## src/hw/rtl/swl_pkg.sv

```systemverilog
// swl_pkg: sizes, register indexes, result codes and cell types of the
// sliding window write limiter; depends on nothing
package swl_pkg;

   // sizes of the grant log, the deferral queue and the time stamps
   localparam int LOG_DEPTH   = 32;
   localparam int QUEUE_DEPTH = 16;
   localparam int TIME_BITS   = 32;

   localparam int LOG_CNT_W   = $clog2(LOG_DEPTH + 1);
   localparam int QUEUE_CNT_W = $clog2(QUEUE_DEPTH + 1);

   // field widths
   localparam int OPS_W         = 4;
   localparam int OPS_LIMIT_W   = 8;
   localparam int SUM_OPS_W     = 9;
   localparam int OPS_SUM_W     = SUM_OPS_W + 1;
   localparam int HEADER_W      = 8;
   localparam int SLOT_W        = 8;
   localparam int PAYLOAD_W     = 20;
   localparam int BYTES_W       = 21;
   localparam int BYTES_LIMIT_W = 27;
   localparam int BYTES_SUM_W   = BYTES_LIMIT_W + 1;
   localparam int WINDOW_W      = 32;
   localparam int STATUS_W      = 2;
   localparam int CMP_W         = (TIME_BITS > WINDOW_W) ? TIME_BITS : WINDOW_W;

   // configuration port
   localparam int CSR_INDEX_W = 3;
   localparam int CSR_DATA_W  = 32;

   localparam logic [CSR_INDEX_W-1:0] REG_MAX_OPS     = 3'd0;
   localparam logic [CSR_INDEX_W-1:0] REG_MAX_BYTES   = 3'd1;
   localparam logic [CSR_INDEX_W-1:0] REG_WINDOW      = 3'd2;
   localparam logic [CSR_INDEX_W-1:0] REG_OPS_PER_REQ = 3'd3;
   localparam logic [CSR_INDEX_W-1:0] REG_HEADER      = 3'd4;

   // register values after reset
   localparam logic [OPS_LIMIT_W-1:0]   RESET_MAX_OPS     = 8'd128;
   localparam logic [BYTES_LIMIT_W-1:0] RESET_MAX_BYTES   = 27'd67108864;
   localparam logic [WINDOW_W-1:0]      RESET_WINDOW      = 32'd60000;
   localparam logic [OPS_W-1:0]         RESET_OPS_PER_REQ = 4'd4;
   localparam logic [HEADER_W-1:0]      RESET_HEADER      = 8'd4;

   // result codes
   typedef enum logic [STATUS_W-1:0] {
      STATUS_GRANTED       = 2'd0,
      STATUS_QUEUE_GRANTED = 2'd1,
      STATUS_DEFERRED      = 2'd2,
      STATUS_DROPPED       = 2'd3
   } status_type;

   // one grant held in a log cell
   typedef struct packed {
      logic [TIME_BITS-1:0] stamp;
      logic [OPS_W-1:0]     ops;
      logic [BYTES_W-1:0]   bytes;
   } log_entry_type;

   // one deferred request held in a queue cell
   typedef struct packed {
      logic [SLOT_W-1:0]    slot;
      logic [PAYLOAD_W-1:0] payload;
   } queue_entry_type;

   // per-cell control: shift takes the neighbour's entry, load takes new data
   typedef struct packed {
      logic shift;
      logic load;
   } cell_ctrl_type;

endpackage

```

## src/hw/rtl/swl_channels_if.sv

```systemverilog
// swl_channels_if: valid/ready channel interfaces for requests, results
// and configuration writes; depends on swl_pkg

interface swl_req_if import swl_pkg::*; ();
   logic                 valid;
   logic                 ready;
   logic                 kind;
   logic [TIME_BITS-1:0] now_time;
   logic [SLOT_W-1:0]    slot_index;
   logic [PAYLOAD_W-1:0] payload_size;

   modport source (output valid, kind, now_time, slot_index, payload_size, input ready);
   modport sink   (input valid, kind, now_time, slot_index, payload_size, output ready);
endinterface

interface swl_rsp_if import swl_pkg::*; ();
   logic                   valid;
   logic                   ready;
   logic [STATUS_W-1:0]    status;
   logic [SLOT_W-1:0]      granted_slot;
   logic [PAYLOAD_W-1:0]   granted_payload;
   logic [QUEUE_CNT_W-1:0] queued_count;
   logic                   last;

   modport source (output valid, status, granted_slot, granted_payload, queued_count, last,
                   input ready);
   modport sink   (input valid, status, granted_slot, granted_payload, queued_count, last,
                   output ready);
endinterface

interface swl_csr_if import swl_pkg::*; ();
   logic                   valid;
   logic                   ready;
   logic [CSR_INDEX_W-1:0] reg_index;
   logic [CSR_DATA_W-1:0]  wdata;

   modport source (output valid, reg_index, wdata, input ready);
   modport sink   (input valid, reg_index, wdata, output ready);
endinterface

```

## src/hw/rtl/swl_log_cell.sv

```systemverilog
// swl_log_cell: one cell of the grant log chain, holding a grant's time,
// operations and bytes; depends on swl_pkg
module swl_log_cell import swl_pkg::*; (
   input  logic          clock,
   input  cell_ctrl_type ctrl,
   input  log_entry_type load_data,
   input  log_entry_type next_data,
   output log_entry_type entry
);

   log_entry_type entry_ff;
   log_entry_type entry_in;

   // shift towards the head, or take a new grant at the tail
   always_comb begin
      entry_in = entry_ff;
      priority if (ctrl.shift) begin
         entry_in = next_data;
      end else if (ctrl.load) begin
         entry_in = load_data;
      end
   end

   always_ff @(posedge clock) begin
      entry_ff <= entry_in;
   end

   assign entry = entry_ff;

endmodule

```

## src/hw/rtl/swl_queue_cell.sv

```systemverilog
// swl_queue_cell: one cell of the deferral queue chain, holding a request's
// slot and payload size; depends on swl_pkg
module swl_queue_cell import swl_pkg::*; (
   input  logic            clock,
   input  cell_ctrl_type   ctrl,
   input  queue_entry_type load_data,
   input  queue_entry_type next_data,
   output queue_entry_type entry
);

   queue_entry_type entry_ff;
   queue_entry_type entry_in;

   // shift towards the head, or take a deferred request at the tail
   always_comb begin
      entry_in = entry_ff;
      priority if (ctrl.shift) begin
         entry_in = next_data;
      end else if (ctrl.load) begin
         entry_in = load_data;
      end
   end

   always_ff @(posedge clock) begin
      entry_ff <= entry_in;
   end

   assign entry = entry_ff;

endmodule

```

## src/hw/rtl/sliding_window_write_limiter_unit.sv

```systemverilog
// sliding_window_write_limiter_unit: top level, control sequencer, window sums
// and the two cell chains; depends on swl_pkg, swl_channels_if and the cells
//
//   channel    dir   transfer carries
//   req_chan   in    kind, now_time, slot_index, payload_size
//   rsp_chan   out   status, granted_slot, granted_payload, queued_count, last
//   csr_chan   in    reg_index, wdata (always ready)
//
// a save passes through prune and save, a tick through prune and drain; prune
// retires the expired log entries one per cycle from the head cell, and drain
// grants queued requests one per cycle from the queue head cell while the
// result register is free. reset is synchronous and returns to idle; no clearing pass.
// a stalled result register holds the sequencer in its save or drain step;
// a new request is taken while the last result still waits.
module sliding_window_write_limiter_unit import swl_pkg::*; (
   input logic clock,
   input logic reset,
   swl_req_if.sink   req_chan,
   swl_rsp_if.source rsp_chan,
   swl_csr_if.sink   csr_chan
);

   typedef enum logic [3:0] {
      S_IDLE  = 4'b0001,
      S_PRUNE = 4'b0010,
      S_SAVE  = 4'b0100,
      S_DRAIN = 4'b1000
   } state_type;

   state_type state_ff, state_in;

   // configuration registers
   logic [OPS_LIMIT_W-1:0]   cfg_max_ops_ff;
   logic [BYTES_LIMIT_W-1:0] cfg_max_bytes_ff;
   logic [WINDOW_W-1:0]      cfg_window_ff;
   logic [OPS_W-1:0]         cfg_ops_req_ff;
   logic [HEADER_W-1:0]      cfg_header_ff;

   // current item
   logic                 kind_ff;
   logic [TIME_BITS-1:0] now_ff;
   logic [SLOT_W-1:0]    slot_ff;
   logic [PAYLOAD_W-1:0] payload_ff;

   // window and queue bookkeeping
   logic [LOG_CNT_W-1:0]     log_count_ff, log_count_in;
   logic [SUM_OPS_W-1:0]     sum_ops_ff, sum_ops_in;
   logic [BYTES_LIMIT_W-1:0] sum_bytes_ff, sum_bytes_in;
   logic [QUEUE_CNT_W-1:0]   queue_count_ff, queue_count_in;

   // queue grant held back until it is known whether it is the last one
   logic                   pend_valid_ff, pend_valid_in;
   queue_entry_type        pend_entry_ff;
   logic [QUEUE_CNT_W-1:0] pend_qcount_ff;

   // result register
   logic                   rsp_valid_ff;
   logic [STATUS_W-1:0]    rsp_status_ff;
   logic [SLOT_W-1:0]      rsp_slot_ff;
   logic [PAYLOAD_W-1:0]   rsp_payload_ff;
   logic [QUEUE_CNT_W-1:0] rsp_qcount_ff;
   logic                   rsp_last_ff;

   // result to load into the result register
   logic                   emit;
   status_type             emit_status;
   logic [SLOT_W-1:0]      emit_slot;
   logic [PAYLOAD_W-1:0]   emit_payload;
   logic [QUEUE_CNT_W-1:0] emit_qcount;
   logic                   emit_last;

   // chain controls and data
   logic            log_shift, log_load;
   logic            queue_shift, queue_load;
   logic            pend_load;
   cell_ctrl_type   log_ctrl   [LOG_DEPTH];
   cell_ctrl_type   queue_ctrl [QUEUE_DEPTH];
   log_entry_type   log_entries   [LOG_DEPTH+1];
   queue_entry_type queue_entries [QUEUE_DEPTH+1];
   log_entry_type   log_new;
   queue_entry_type queue_new;

   logic                 req_fire;
   logic [TIME_BITS-1:0] head_age;
   logic                 head_expired;
   logic [PAYLOAD_W-1:0] cand_payload;
   logic [BYTES_W-1:0]   charge_bytes;
   logic [OPS_SUM_W-1:0]   ops_total;
   logic [BYTES_SUM_W-1:0] bytes_total;
   logic                 log_full;
   logic                 fits;
   logic                 out_free;
   logic                 queue_full;
   logic                 queue_empty;

   assign req_chan.ready = (state_ff == S_IDLE);
   assign req_fire       = req_chan.valid && req_chan.ready;
   assign csr_chan.ready = 1'b1;

   // age of the oldest grant against the window
   assign head_age     = now_ff - log_entries[0].stamp;
   assign head_expired = (log_count_ff != '0) && (CMP_W'(head_age) > CMP_W'(cfg_window_ff));

   // budget check for the candidate: the new save or the queue head
   assign cand_payload = kind_ff ? payload_ff : queue_entries[0].payload;
   assign charge_bytes = BYTES_W'(cand_payload) + BYTES_W'(cfg_header_ff);
   assign ops_total    = OPS_SUM_W'(sum_ops_ff) + OPS_SUM_W'(cfg_ops_req_ff);
   assign bytes_total  = BYTES_SUM_W'(sum_bytes_ff) + BYTES_SUM_W'(charge_bytes);
   assign log_full     = (log_count_ff == LOG_CNT_W'(LOG_DEPTH));
   assign fits         = !log_full
                         && (ops_total <= OPS_SUM_W'(cfg_max_ops_ff))
                         && (bytes_total <= BYTES_SUM_W'(cfg_max_bytes_ff));

   assign out_free    = !rsp_valid_ff || rsp_chan.ready;
   assign queue_full  = (queue_count_ff == QUEUE_CNT_W'(QUEUE_DEPTH));
   assign queue_empty = (queue_count_ff == '0);

   assign log_new.stamp     = now_ff;
   assign log_new.ops       = cfg_ops_req_ff;
   assign log_new.bytes     = charge_bytes;
   assign queue_new.slot    = slot_ff;
   assign queue_new.payload = payload_ff;

   // sequencer
   always_comb begin
      state_in       = state_ff;
      log_count_in   = log_count_ff;
      sum_ops_in     = sum_ops_ff;
      sum_bytes_in   = sum_bytes_ff;
      queue_count_in = queue_count_ff;
      pend_valid_in  = pend_valid_ff;
      pend_load      = 1'b0;
      log_shift      = 1'b0;
      log_load       = 1'b0;
      queue_shift    = 1'b0;
      queue_load     = 1'b0;
      emit           = 1'b0;
      emit_status    = STATUS_GRANTED;
      emit_slot      = slot_ff;
      emit_payload   = payload_ff;
      emit_qcount    = queue_count_ff;
      emit_last      = 1'b1;

      unique case (state_ff)
         S_IDLE: begin
            if (req_fire) begin
               state_in = S_PRUNE;
            end
         end
         S_PRUNE: begin
            if (head_expired) begin
               log_shift    = 1'b1;
               log_count_in = log_count_ff - LOG_CNT_W'(1);
               sum_ops_in   = sum_ops_ff - SUM_OPS_W'(log_entries[0].ops);
               sum_bytes_in = sum_bytes_ff - BYTES_LIMIT_W'(log_entries[0].bytes);
            end else begin
               state_in = kind_ff ? S_SAVE : S_DRAIN;
            end
         end
         S_SAVE: begin
            if (out_free) begin
               emit = 1'b1;
               priority if (fits) begin
                  log_load     = 1'b1;
                  log_count_in = log_count_ff + LOG_CNT_W'(1);
                  sum_ops_in   = sum_ops_ff + SUM_OPS_W'(cfg_ops_req_ff);
                  sum_bytes_in = sum_bytes_ff + BYTES_LIMIT_W'(charge_bytes);
                  emit_status  = STATUS_GRANTED;
               end else if (queue_full) begin
                  emit_status = STATUS_DROPPED;
               end else begin
                  queue_load     = 1'b1;
                  queue_count_in = queue_count_ff + QUEUE_CNT_W'(1);
                  emit_status    = STATUS_DEFERRED;
               end
               emit_qcount = queue_count_in;
               state_in    = S_IDLE;
            end
         end
         S_DRAIN: begin
            if (out_free) begin
               emit_status  = STATUS_QUEUE_GRANTED;
               emit_slot    = pend_entry_ff.slot;
               emit_payload = pend_entry_ff.payload;
               emit_qcount  = pend_qcount_ff;
               emit         = pend_valid_ff;
               if (!queue_empty && fits) begin
                  log_load       = 1'b1;
                  queue_shift    = 1'b1;
                  log_count_in   = log_count_ff + LOG_CNT_W'(1);
                  sum_ops_in     = sum_ops_ff + SUM_OPS_W'(cfg_ops_req_ff);
                  sum_bytes_in   = sum_bytes_ff + BYTES_LIMIT_W'(charge_bytes);
                  queue_count_in = queue_count_ff - QUEUE_CNT_W'(1);
                  pend_load      = 1'b1;
                  pend_valid_in  = 1'b1;
                  emit_last      = 1'b0;
               end else begin
                  pend_valid_in = 1'b0;
                  emit_last     = 1'b1;
                  state_in      = S_IDLE;
               end
            end
         end
         default: begin
            state_in = S_IDLE;
         end
      endcase
   end

   // control registers and configuration
   always_ff @(posedge clock) begin
      if (reset) begin
         state_ff         <= S_IDLE;
         log_count_ff     <= '0;
         sum_ops_ff       <= '0;
         sum_bytes_ff     <= '0;
         queue_count_ff   <= '0;
         pend_valid_ff    <= 1'b0;
         rsp_valid_ff     <= 1'b0;
         cfg_max_ops_ff   <= RESET_MAX_OPS;
         cfg_max_bytes_ff <= RESET_MAX_BYTES;
         cfg_window_ff    <= RESET_WINDOW;
         cfg_ops_req_ff   <= RESET_OPS_PER_REQ;
         cfg_header_ff    <= RESET_HEADER;
      end else begin
         state_ff       <= state_in;
         log_count_ff   <= log_count_in;
         sum_ops_ff     <= sum_ops_in;
         sum_bytes_ff   <= sum_bytes_in;
         queue_count_ff <= queue_count_in;
         pend_valid_ff  <= pend_valid_in;
         if (emit) begin
            rsp_valid_ff <= 1'b1;
         end else if (rsp_chan.ready) begin
            rsp_valid_ff <= 1'b0;
         end
         if (csr_chan.valid) begin
            unique case (csr_chan.reg_index)
               REG_MAX_OPS:     cfg_max_ops_ff   <= csr_chan.wdata[OPS_LIMIT_W-1:0];
               REG_MAX_BYTES:   cfg_max_bytes_ff <= csr_chan.wdata[BYTES_LIMIT_W-1:0];
               REG_WINDOW:      cfg_window_ff    <= csr_chan.wdata[WINDOW_W-1:0];
               REG_OPS_PER_REQ: cfg_ops_req_ff   <= csr_chan.wdata[OPS_W-1:0];
               REG_HEADER:      cfg_header_ff    <= csr_chan.wdata[HEADER_W-1:0];
               default: begin
               end
            endcase
         end
      end
   end

   // payload registers
   always_ff @(posedge clock) begin
      if (req_fire) begin
         kind_ff    <= req_chan.kind;
         now_ff     <= req_chan.now_time;
         slot_ff    <= req_chan.slot_index;
         payload_ff <= req_chan.payload_size;
      end
      if (pend_load) begin
         pend_entry_ff  <= queue_entries[0];
         pend_qcount_ff <= queue_count_in;
      end
      if (emit) begin
         rsp_status_ff  <= emit_status;
         rsp_slot_ff    <= emit_slot;
         rsp_payload_ff <= emit_payload;
         rsp_qcount_ff  <= emit_qcount;
         rsp_last_ff    <= emit_last;
      end
   end

   assign rsp_chan.valid           = rsp_valid_ff;
   assign rsp_chan.status          = rsp_status_ff;
   assign rsp_chan.granted_slot    = rsp_slot_ff;
   assign rsp_chan.granted_payload = rsp_payload_ff;
   assign rsp_chan.queued_count    = rsp_qcount_ff;
   assign rsp_chan.last            = rsp_last_ff;

   // grant log chain, oldest grant in cell 0
   assign log_entries[LOG_DEPTH] = '0;
   for (genvar i = 0; i < LOG_DEPTH; i++) begin : g_log
      assign log_ctrl[i].shift = log_shift;
      assign log_ctrl[i].load  = log_load && (log_count_ff == LOG_CNT_W'(i));
      swl_log_cell u_cell (
         .clock     (clock),
         .ctrl      (log_ctrl[i]),
         .load_data (log_new),
         .next_data (log_entries[i+1]),
         .entry     (log_entries[i])
      );
   end

   // deferral queue chain, oldest request in cell 0
   assign queue_entries[QUEUE_DEPTH] = '0;
   for (genvar i = 0; i < QUEUE_DEPTH; i++) begin : g_queue
      assign queue_ctrl[i].shift = queue_shift;
      assign queue_ctrl[i].load  = queue_load && (queue_count_ff == QUEUE_CNT_W'(i));
      swl_queue_cell u_cell (
         .clock     (clock),
         .ctrl      (queue_ctrl[i]),
         .load_data (queue_new),
         .next_data (queue_entries[i+1]),
         .entry     (queue_entries[i])
      );
   end

   // checks
   a_log_bound: assert property (@(posedge clock) disable iff (reset)
      log_count_ff <= LOG_CNT_W'(LOG_DEPTH))
      else $error("log count beyond log depth");

   a_queue_bound: assert property (@(posedge clock) disable iff (reset)
      queue_count_ff <= QUEUE_CNT_W'(QUEUE_DEPTH))
      else $error("queue count beyond queue depth");

   a_empty_sums: assert property (@(posedge clock) disable iff (reset)
      (log_count_ff == '0) |-> (sum_ops_ff == '0) && (sum_bytes_ff == '0))
      else $error("window sums not zero with an empty log");

   a_no_pending_idle: assert property (@(posedge clock) disable iff (reset)
      (state_ff == S_IDLE) |-> !pend_valid_ff)
      else $error("held queue grant left behind at idle");

endmodule
```

## src/flat_wrapper.sv

```systemverilog
// flat-port wrapper written by rule: the top's interface ports become plain ports
module sliding_window_write_limiter_unit_flat import swl_pkg::*;
  (clock, reset, req_chan_valid, req_chan_kind, req_chan_now_time, req_chan_slot_index, req_chan_payload_size, req_chan_ready, rsp_chan_valid, rsp_chan_status, rsp_chan_granted_slot, rsp_chan_granted_payload, rsp_chan_queued_count, rsp_chan_last, rsp_chan_ready, csr_chan_valid, csr_chan_reg_index, csr_chan_wdata, csr_chan_ready);
  swl_req_if req_chan_i ();
  swl_rsp_if rsp_chan_i ();
  swl_csr_if csr_chan_i ();
  input logic clock;
  input logic reset;
  input wire logic [$bits(req_chan_i.valid)-1:0] req_chan_valid;
  input wire logic [$bits(req_chan_i.kind)-1:0] req_chan_kind;
  input wire logic [$bits(req_chan_i.now_time)-1:0] req_chan_now_time;
  input wire logic [$bits(req_chan_i.slot_index)-1:0] req_chan_slot_index;
  input wire logic [$bits(req_chan_i.payload_size)-1:0] req_chan_payload_size;
  output wire logic [$bits(req_chan_i.ready)-1:0] req_chan_ready;
  output wire logic [$bits(rsp_chan_i.valid)-1:0] rsp_chan_valid;
  output wire logic [$bits(rsp_chan_i.status)-1:0] rsp_chan_status;
  output wire logic [$bits(rsp_chan_i.granted_slot)-1:0] rsp_chan_granted_slot;
  output wire logic [$bits(rsp_chan_i.granted_payload)-1:0] rsp_chan_granted_payload;
  output wire logic [$bits(rsp_chan_i.queued_count)-1:0] rsp_chan_queued_count;
  output wire logic [$bits(rsp_chan_i.last)-1:0] rsp_chan_last;
  input wire logic [$bits(rsp_chan_i.ready)-1:0] rsp_chan_ready;
  input wire logic [$bits(csr_chan_i.valid)-1:0] csr_chan_valid;
  input wire logic [$bits(csr_chan_i.reg_index)-1:0] csr_chan_reg_index;
  input wire logic [$bits(csr_chan_i.wdata)-1:0] csr_chan_wdata;
  output wire logic [$bits(csr_chan_i.ready)-1:0] csr_chan_ready;
  assign req_chan_i.valid = req_chan_valid;
  assign req_chan_i.kind = req_chan_kind;
  assign req_chan_i.now_time = req_chan_now_time;
  assign req_chan_i.slot_index = req_chan_slot_index;
  assign req_chan_i.payload_size = req_chan_payload_size;
  assign req_chan_ready = req_chan_i.ready;
  assign rsp_chan_valid = rsp_chan_i.valid;
  assign rsp_chan_status = rsp_chan_i.status;
  assign rsp_chan_granted_slot = rsp_chan_i.granted_slot;
  assign rsp_chan_granted_payload = rsp_chan_i.granted_payload;
  assign rsp_chan_queued_count = rsp_chan_i.queued_count;
  assign rsp_chan_last = rsp_chan_i.last;
  assign rsp_chan_i.ready = rsp_chan_ready;
  assign csr_chan_i.valid = csr_chan_valid;
  assign csr_chan_i.reg_index = csr_chan_reg_index;
  assign csr_chan_i.wdata = csr_chan_wdata;
  assign csr_chan_ready = csr_chan_i.ready;
  sliding_window_write_limiter_unit u_core (.clock(clock), .reset(reset), .req_chan(req_chan_i), .rsp_chan(rsp_chan_i), .csr_chan(csr_chan_i));
endmodule
```

## config.mk

```make
export PLATFORM = sky130hd
export DESIGN_NAME = sliding_window_write_limiter_unit_flat
export DESIGN_NICKNAME = d
export VERILOG_FILES = /design/src/hw/rtl/swl_pkg.sv /design/src/hw/rtl/swl_channels_if.sv /design/src/hw/rtl/swl_log_cell.sv /design/src/hw/rtl/swl_queue_cell.sv /design/src/hw/rtl/sliding_window_write_limiter_unit.sv /design/src/flat_wrapper.sv
export SDC_FILE = /design/constraint.sdc
export NUM_CORES = 2
export LEC_CHECK = 0
export ABC_AREA = 1
export ABC_CLOCK_PERIOD_IN_PS = 33600
export BUFFER_PORTS_ARGS = -buffer_cell sky130_fd_sc_hd__buf_4
export CAP_MARGIN = 20
export CELL_PAD_IN_SITES_DETAIL_PLACEMENT = 1
export CELL_PAD_IN_SITES_GLOBAL_PLACEMENT = 2
export CORE_AREA = 2 2 482 484
export DETAILED_ROUTE_END_ITERATION = 7
export DIE_AREA = 0 0 484 486
export HOLD_SLACK_MARGIN = 0.03
export PLACE_DENSITY_LB_ADDON = 0.05
export SETUP_SLACK_MARGIN = 0.2
export SYNTH_ARGS = -nofsm -noshare
export SYNTH_HDL_FRONTEND = slang
export SYNTH_SLANG_ARGS = --single-unit
```

## constraint.sdc

```tcl
create_clock -name clock -period 33.6 [get_ports clock]
set_clock_uncertainty 0.15 [all_clocks]
set_input_delay 6.72 -clock clock [delete_from_list [all_inputs] [get_ports clock]]
set_output_delay 6.72 -clock clock [all_outputs]
set_load 0.1 [all_outputs]
```

==> results.json <==
{
  "first_pass_iters": 5,
  "slowest_stage": "o21ai_4",
  "cp.arrival_ns": 10.68,
  "synthDominantCellAreaShare_pct": 66.2,
  "synth_area_um2": 105000,
  "pwr_density_cell_nw_per_um2": 61.1,
  "via_per_inst": 5.39,
  "cts_tree": "done",
  "dieHeight_um": 486,
  "cellLeakagePower_nw": 44.2,
  "dp_hpwl_um": 187000,
  "max_slew_margin_pct": 20.5,
  "drc": 0,
  "crit_path_start_kind": "register",
  "cts_resized": 0,
  "crit_required_ns": 33.98,
  "dp_slack_ns": 22.10,
  "vdd_drop_max_mv": 0.0456,
  "rsz0062_at_grt": "no",
  "rows": 176,
  "crit_buf_inv": 6,
  "antenna_found_initial": 6,
  "final_util_pct": 51.5,
  "gp_congestion": 0.865,
  "clk_latency_ns": 0.94,
  "io_buffers": 138,
  "crit_cells": 37,
  "syn_nets": 10013,
  "cts_buffer_depth": 4,
  "worstSetupEndpointType": "register",
  "initial_utilization_pct": 45.8,
  "ys_seq_area_share_pct": 70.3,
  "grt_max_degree": 236,
  "hold-path-cell-count": 0,
  "synth_area_leaders": "edfxtp_1, nand2_1, dfxtp_1",
  "cap_violations": 0,
  "globalRouteOverflowTotal": 0,
  "final-setup-viol-count": 0,
  "fin_nets": 10022,
  "hold_path_class": "register to register",
  "cts_root_buffer": "clkbuf_16",
  "area_growth_pct": 12.4,
  "worstRegToRegCells": 37,
  "dieArea_um2": 235000,
  "path_delay_family": "compound AO/OA/AOI/OAI gates",
  "stdcell_area_um2": 118000,
  "io-pin-count": 140,
  "grt_pass1_vias": 72252,
  "fin_ws_ns": 23.30,
  "slowest_delay_ns": 0.80,
  "grt_pass1_wl_um": 462000,
  "die_w_um": 484,
  "dp.cells": 12458,
  "synth_edf_count": 2317,
  "dr_total_vias": 69975,
  "core_um2": 229000,
  "grt_util_all_layers_pct": 25.8,
  "critPathMostFrequentCell": "nand2_1",
  "hold_buffers": 0,
  "cts_setup_buffers": 0,
  "drt_iter0_drc": 5867,
  "hold_viol": 0,
  "postPlaceCellArea_um2": 109000,
  "netlist_instances": 9727,
  "wl_per_cell_um": 23.5,
  "syn_avg_cell_area_um2": 10.8,
  "routed_wirelength_um": 305000,
  "status": "completed",
  "period_needed_ns": 10.30,
  "crit_type": "register to register",
  "numCtsBuffers": 295,
  "period_share_pct": 30.6,
  "worst_slew_pin_slew_ns": 1.19,
  "synth_seq_cells": 2534,
  "slew_violations": 0,
  "fmax_mhz": 97.1,
  "clkTransAtPathRegs_ns": 0.06,
  "power_mw": 7.21,
  "setup_tns_ns": 0,
  "ant_nets": 0,
  "holdWs_ns": 0.273,
  "layout-drive-gt1-share_pct": 7.71,
  "synth-main-ff-cell": "edfxtp_1",
  "critPathMaxFanout": 47,
  "yosys.area.top_type": "edfxtp_1",
  "fin_cells": 12981,
  "yosysWarnings": 0,
  "cts.sinks": 2534,
  "ys_types": 54,
  "async_flop_share_pct": 0,
  "cts_max_level": 5
}
report_power, final:
part | total (mW) | leakage (nW) | internal [mW] | switching, mW
logic | 0.624 | 17.3 | 0.171 | 0.453
registers | 3.58 | 22.6 | 3.55 | 0.0332
clock network | 3.01 | 4.31 | 1.75 | 1.26
layout by cell type, fill, tap and decap left out, types with 4 or more instances in the layout:
cell,synthesis,layout
nor4_1,12,11
o21ai_0,286,262
inv_6,0,8
nand3_1,157,156
buf_12,0,7
diode_2,0,7
clkbuf_8,0,11
a21o_1,8,8
nand2_4,0,5
a31oi_1,6,6
nand2_1,4847,4800
nor3_1,24,24
dfxtp_1,217,217
nor2_1,206,203
bufinv_16,0,12
o211ai_1,14,14
clkbuf_1,299,80
edfxtp_1,2317,2317
nand4_1,28,28
mux2_2,7,7
clkinvlp_4,0,4
a22oi_1,4,4
clkbuf_16,0,300
clkinv_2,0,34
inv_2,5,6
o31ai_4,0,14
fa_1,6,6
inv_1,328,326
a21boi_0,5,5
a21oi_1,310,310
o21bai_1,8,8
xor2_1,83,83
o21a_1,8,8
xnor2_1,37,37
buf_4,13,252
clkinv_1,3,61
nand3b_1,5,5
ha_1,179,179
nand2_2,12,54
o21ai_4,1,29
layout make-up:
type	count	area, um2
Multi-Input combinational cell	6307	28200
Antenna cell	7	17.5
Inverter	336	1280
Timing Repair Buffer	262	2110
Fill cell	24265	111000
Sequential cell	2534	73900
Clock buffer	391	7960
Tap cell	3026	3790
Clock inverter	118	868
cells by family after synthesis:
| group | synth area share [%] |
|---|---|
| other cells | 0.00357 |
| buf+inv | 3.49 |
| simple gates | 19.4 |
| flops | 70.3 |
| fa+ha+maj | 2.24 |
| mux | 0.0750 |
| compound gates | 3.48 |
| xor+xnor | 1.00 |
Yosys cell counts, drive strengths merged, types with 2 or more instances:
cell type,number
nor4,13
o2111ai,2
fa,6
a22oi,4
nor2,207
a31oi,6
o21ai,295
dfxtp,217
o221ai,2
nor3,26
a221oi,2
a21oi,310
mux2,7
xnor2,37
a211oi,3
nand3,159
o211ai,14
xor2,83
ha,179
inv,333
a21o,8
a21boi,5
or3,2
o21a,8
or2,4
o31ai,17
o21bai,8
buf,251
clkinv,3
nand4,28
nand2,4859
edfxtp,2317
nand3b,5
clkbuf,299
a31o,2
flip-flops by register name (all words and copies together), names as in the netlist, 9 cells and up:
| register | count |
|---|---|
| u_core.g_log.u_cell.entry | 1824 |
| u_core.payload_ff | 20 |
| u_core.sum_ops_ff | 9 |
| u_core.now_ff | 32 |
| u_core.rsp_chan.granted_payload | 20 |
| u_core.pend_entry_ff | 28 |
| u_core.g_queue.u_cell.entry | 448 |
| u_core.cfg_max_bytes_ff | 27 |
| u_core.sum_bytes_ff | 27 |
| u_core.cfg_window_ff | 32 |
per-layer routing:
layer | wire [um] | vias up | GRT usage [%] | part of all wire [%]
li1 | - | 32216 | - | -
met1 | 146000 | 35663 | 38.4 | 48
met2 | 138000 | 1681 | 40.1 | 45
met3 | 15200 | 415 | 3.55 | 5.0
met4 | 6850 | 0 | 6.23 | 2.2
met5 | 0 | - | 0 | 0
worst paths after layout:
check | end | start | slack (ns)
setup / recovery | u_core.g_log[21].u_cell.entry[4]$_DFFE_PP_ | u_core.kind_ff$_DFFE_PP_ | 23.30
hold / removal | u_core.pend_entry_ff[24]$_DFFE_PN_ | u_core.g_queue[0].u_cell.entry[24]$_DFFE_PP_ | 0.27
setup reg to reg | u_core.g_log[21].u_cell.entry[4]$_DFFE_PP_ | u_core.kind_ff$_DFFE_PP_ | 23.30
hold reg to reg | u_core.pend_entry_ff[24]$_DFFE_PN_ | u_core.g_queue[0].u_cell.entry[24]$_DFFE_PP_ | 0.27
No activity file was read; power rests on OpenSTA's default activity.
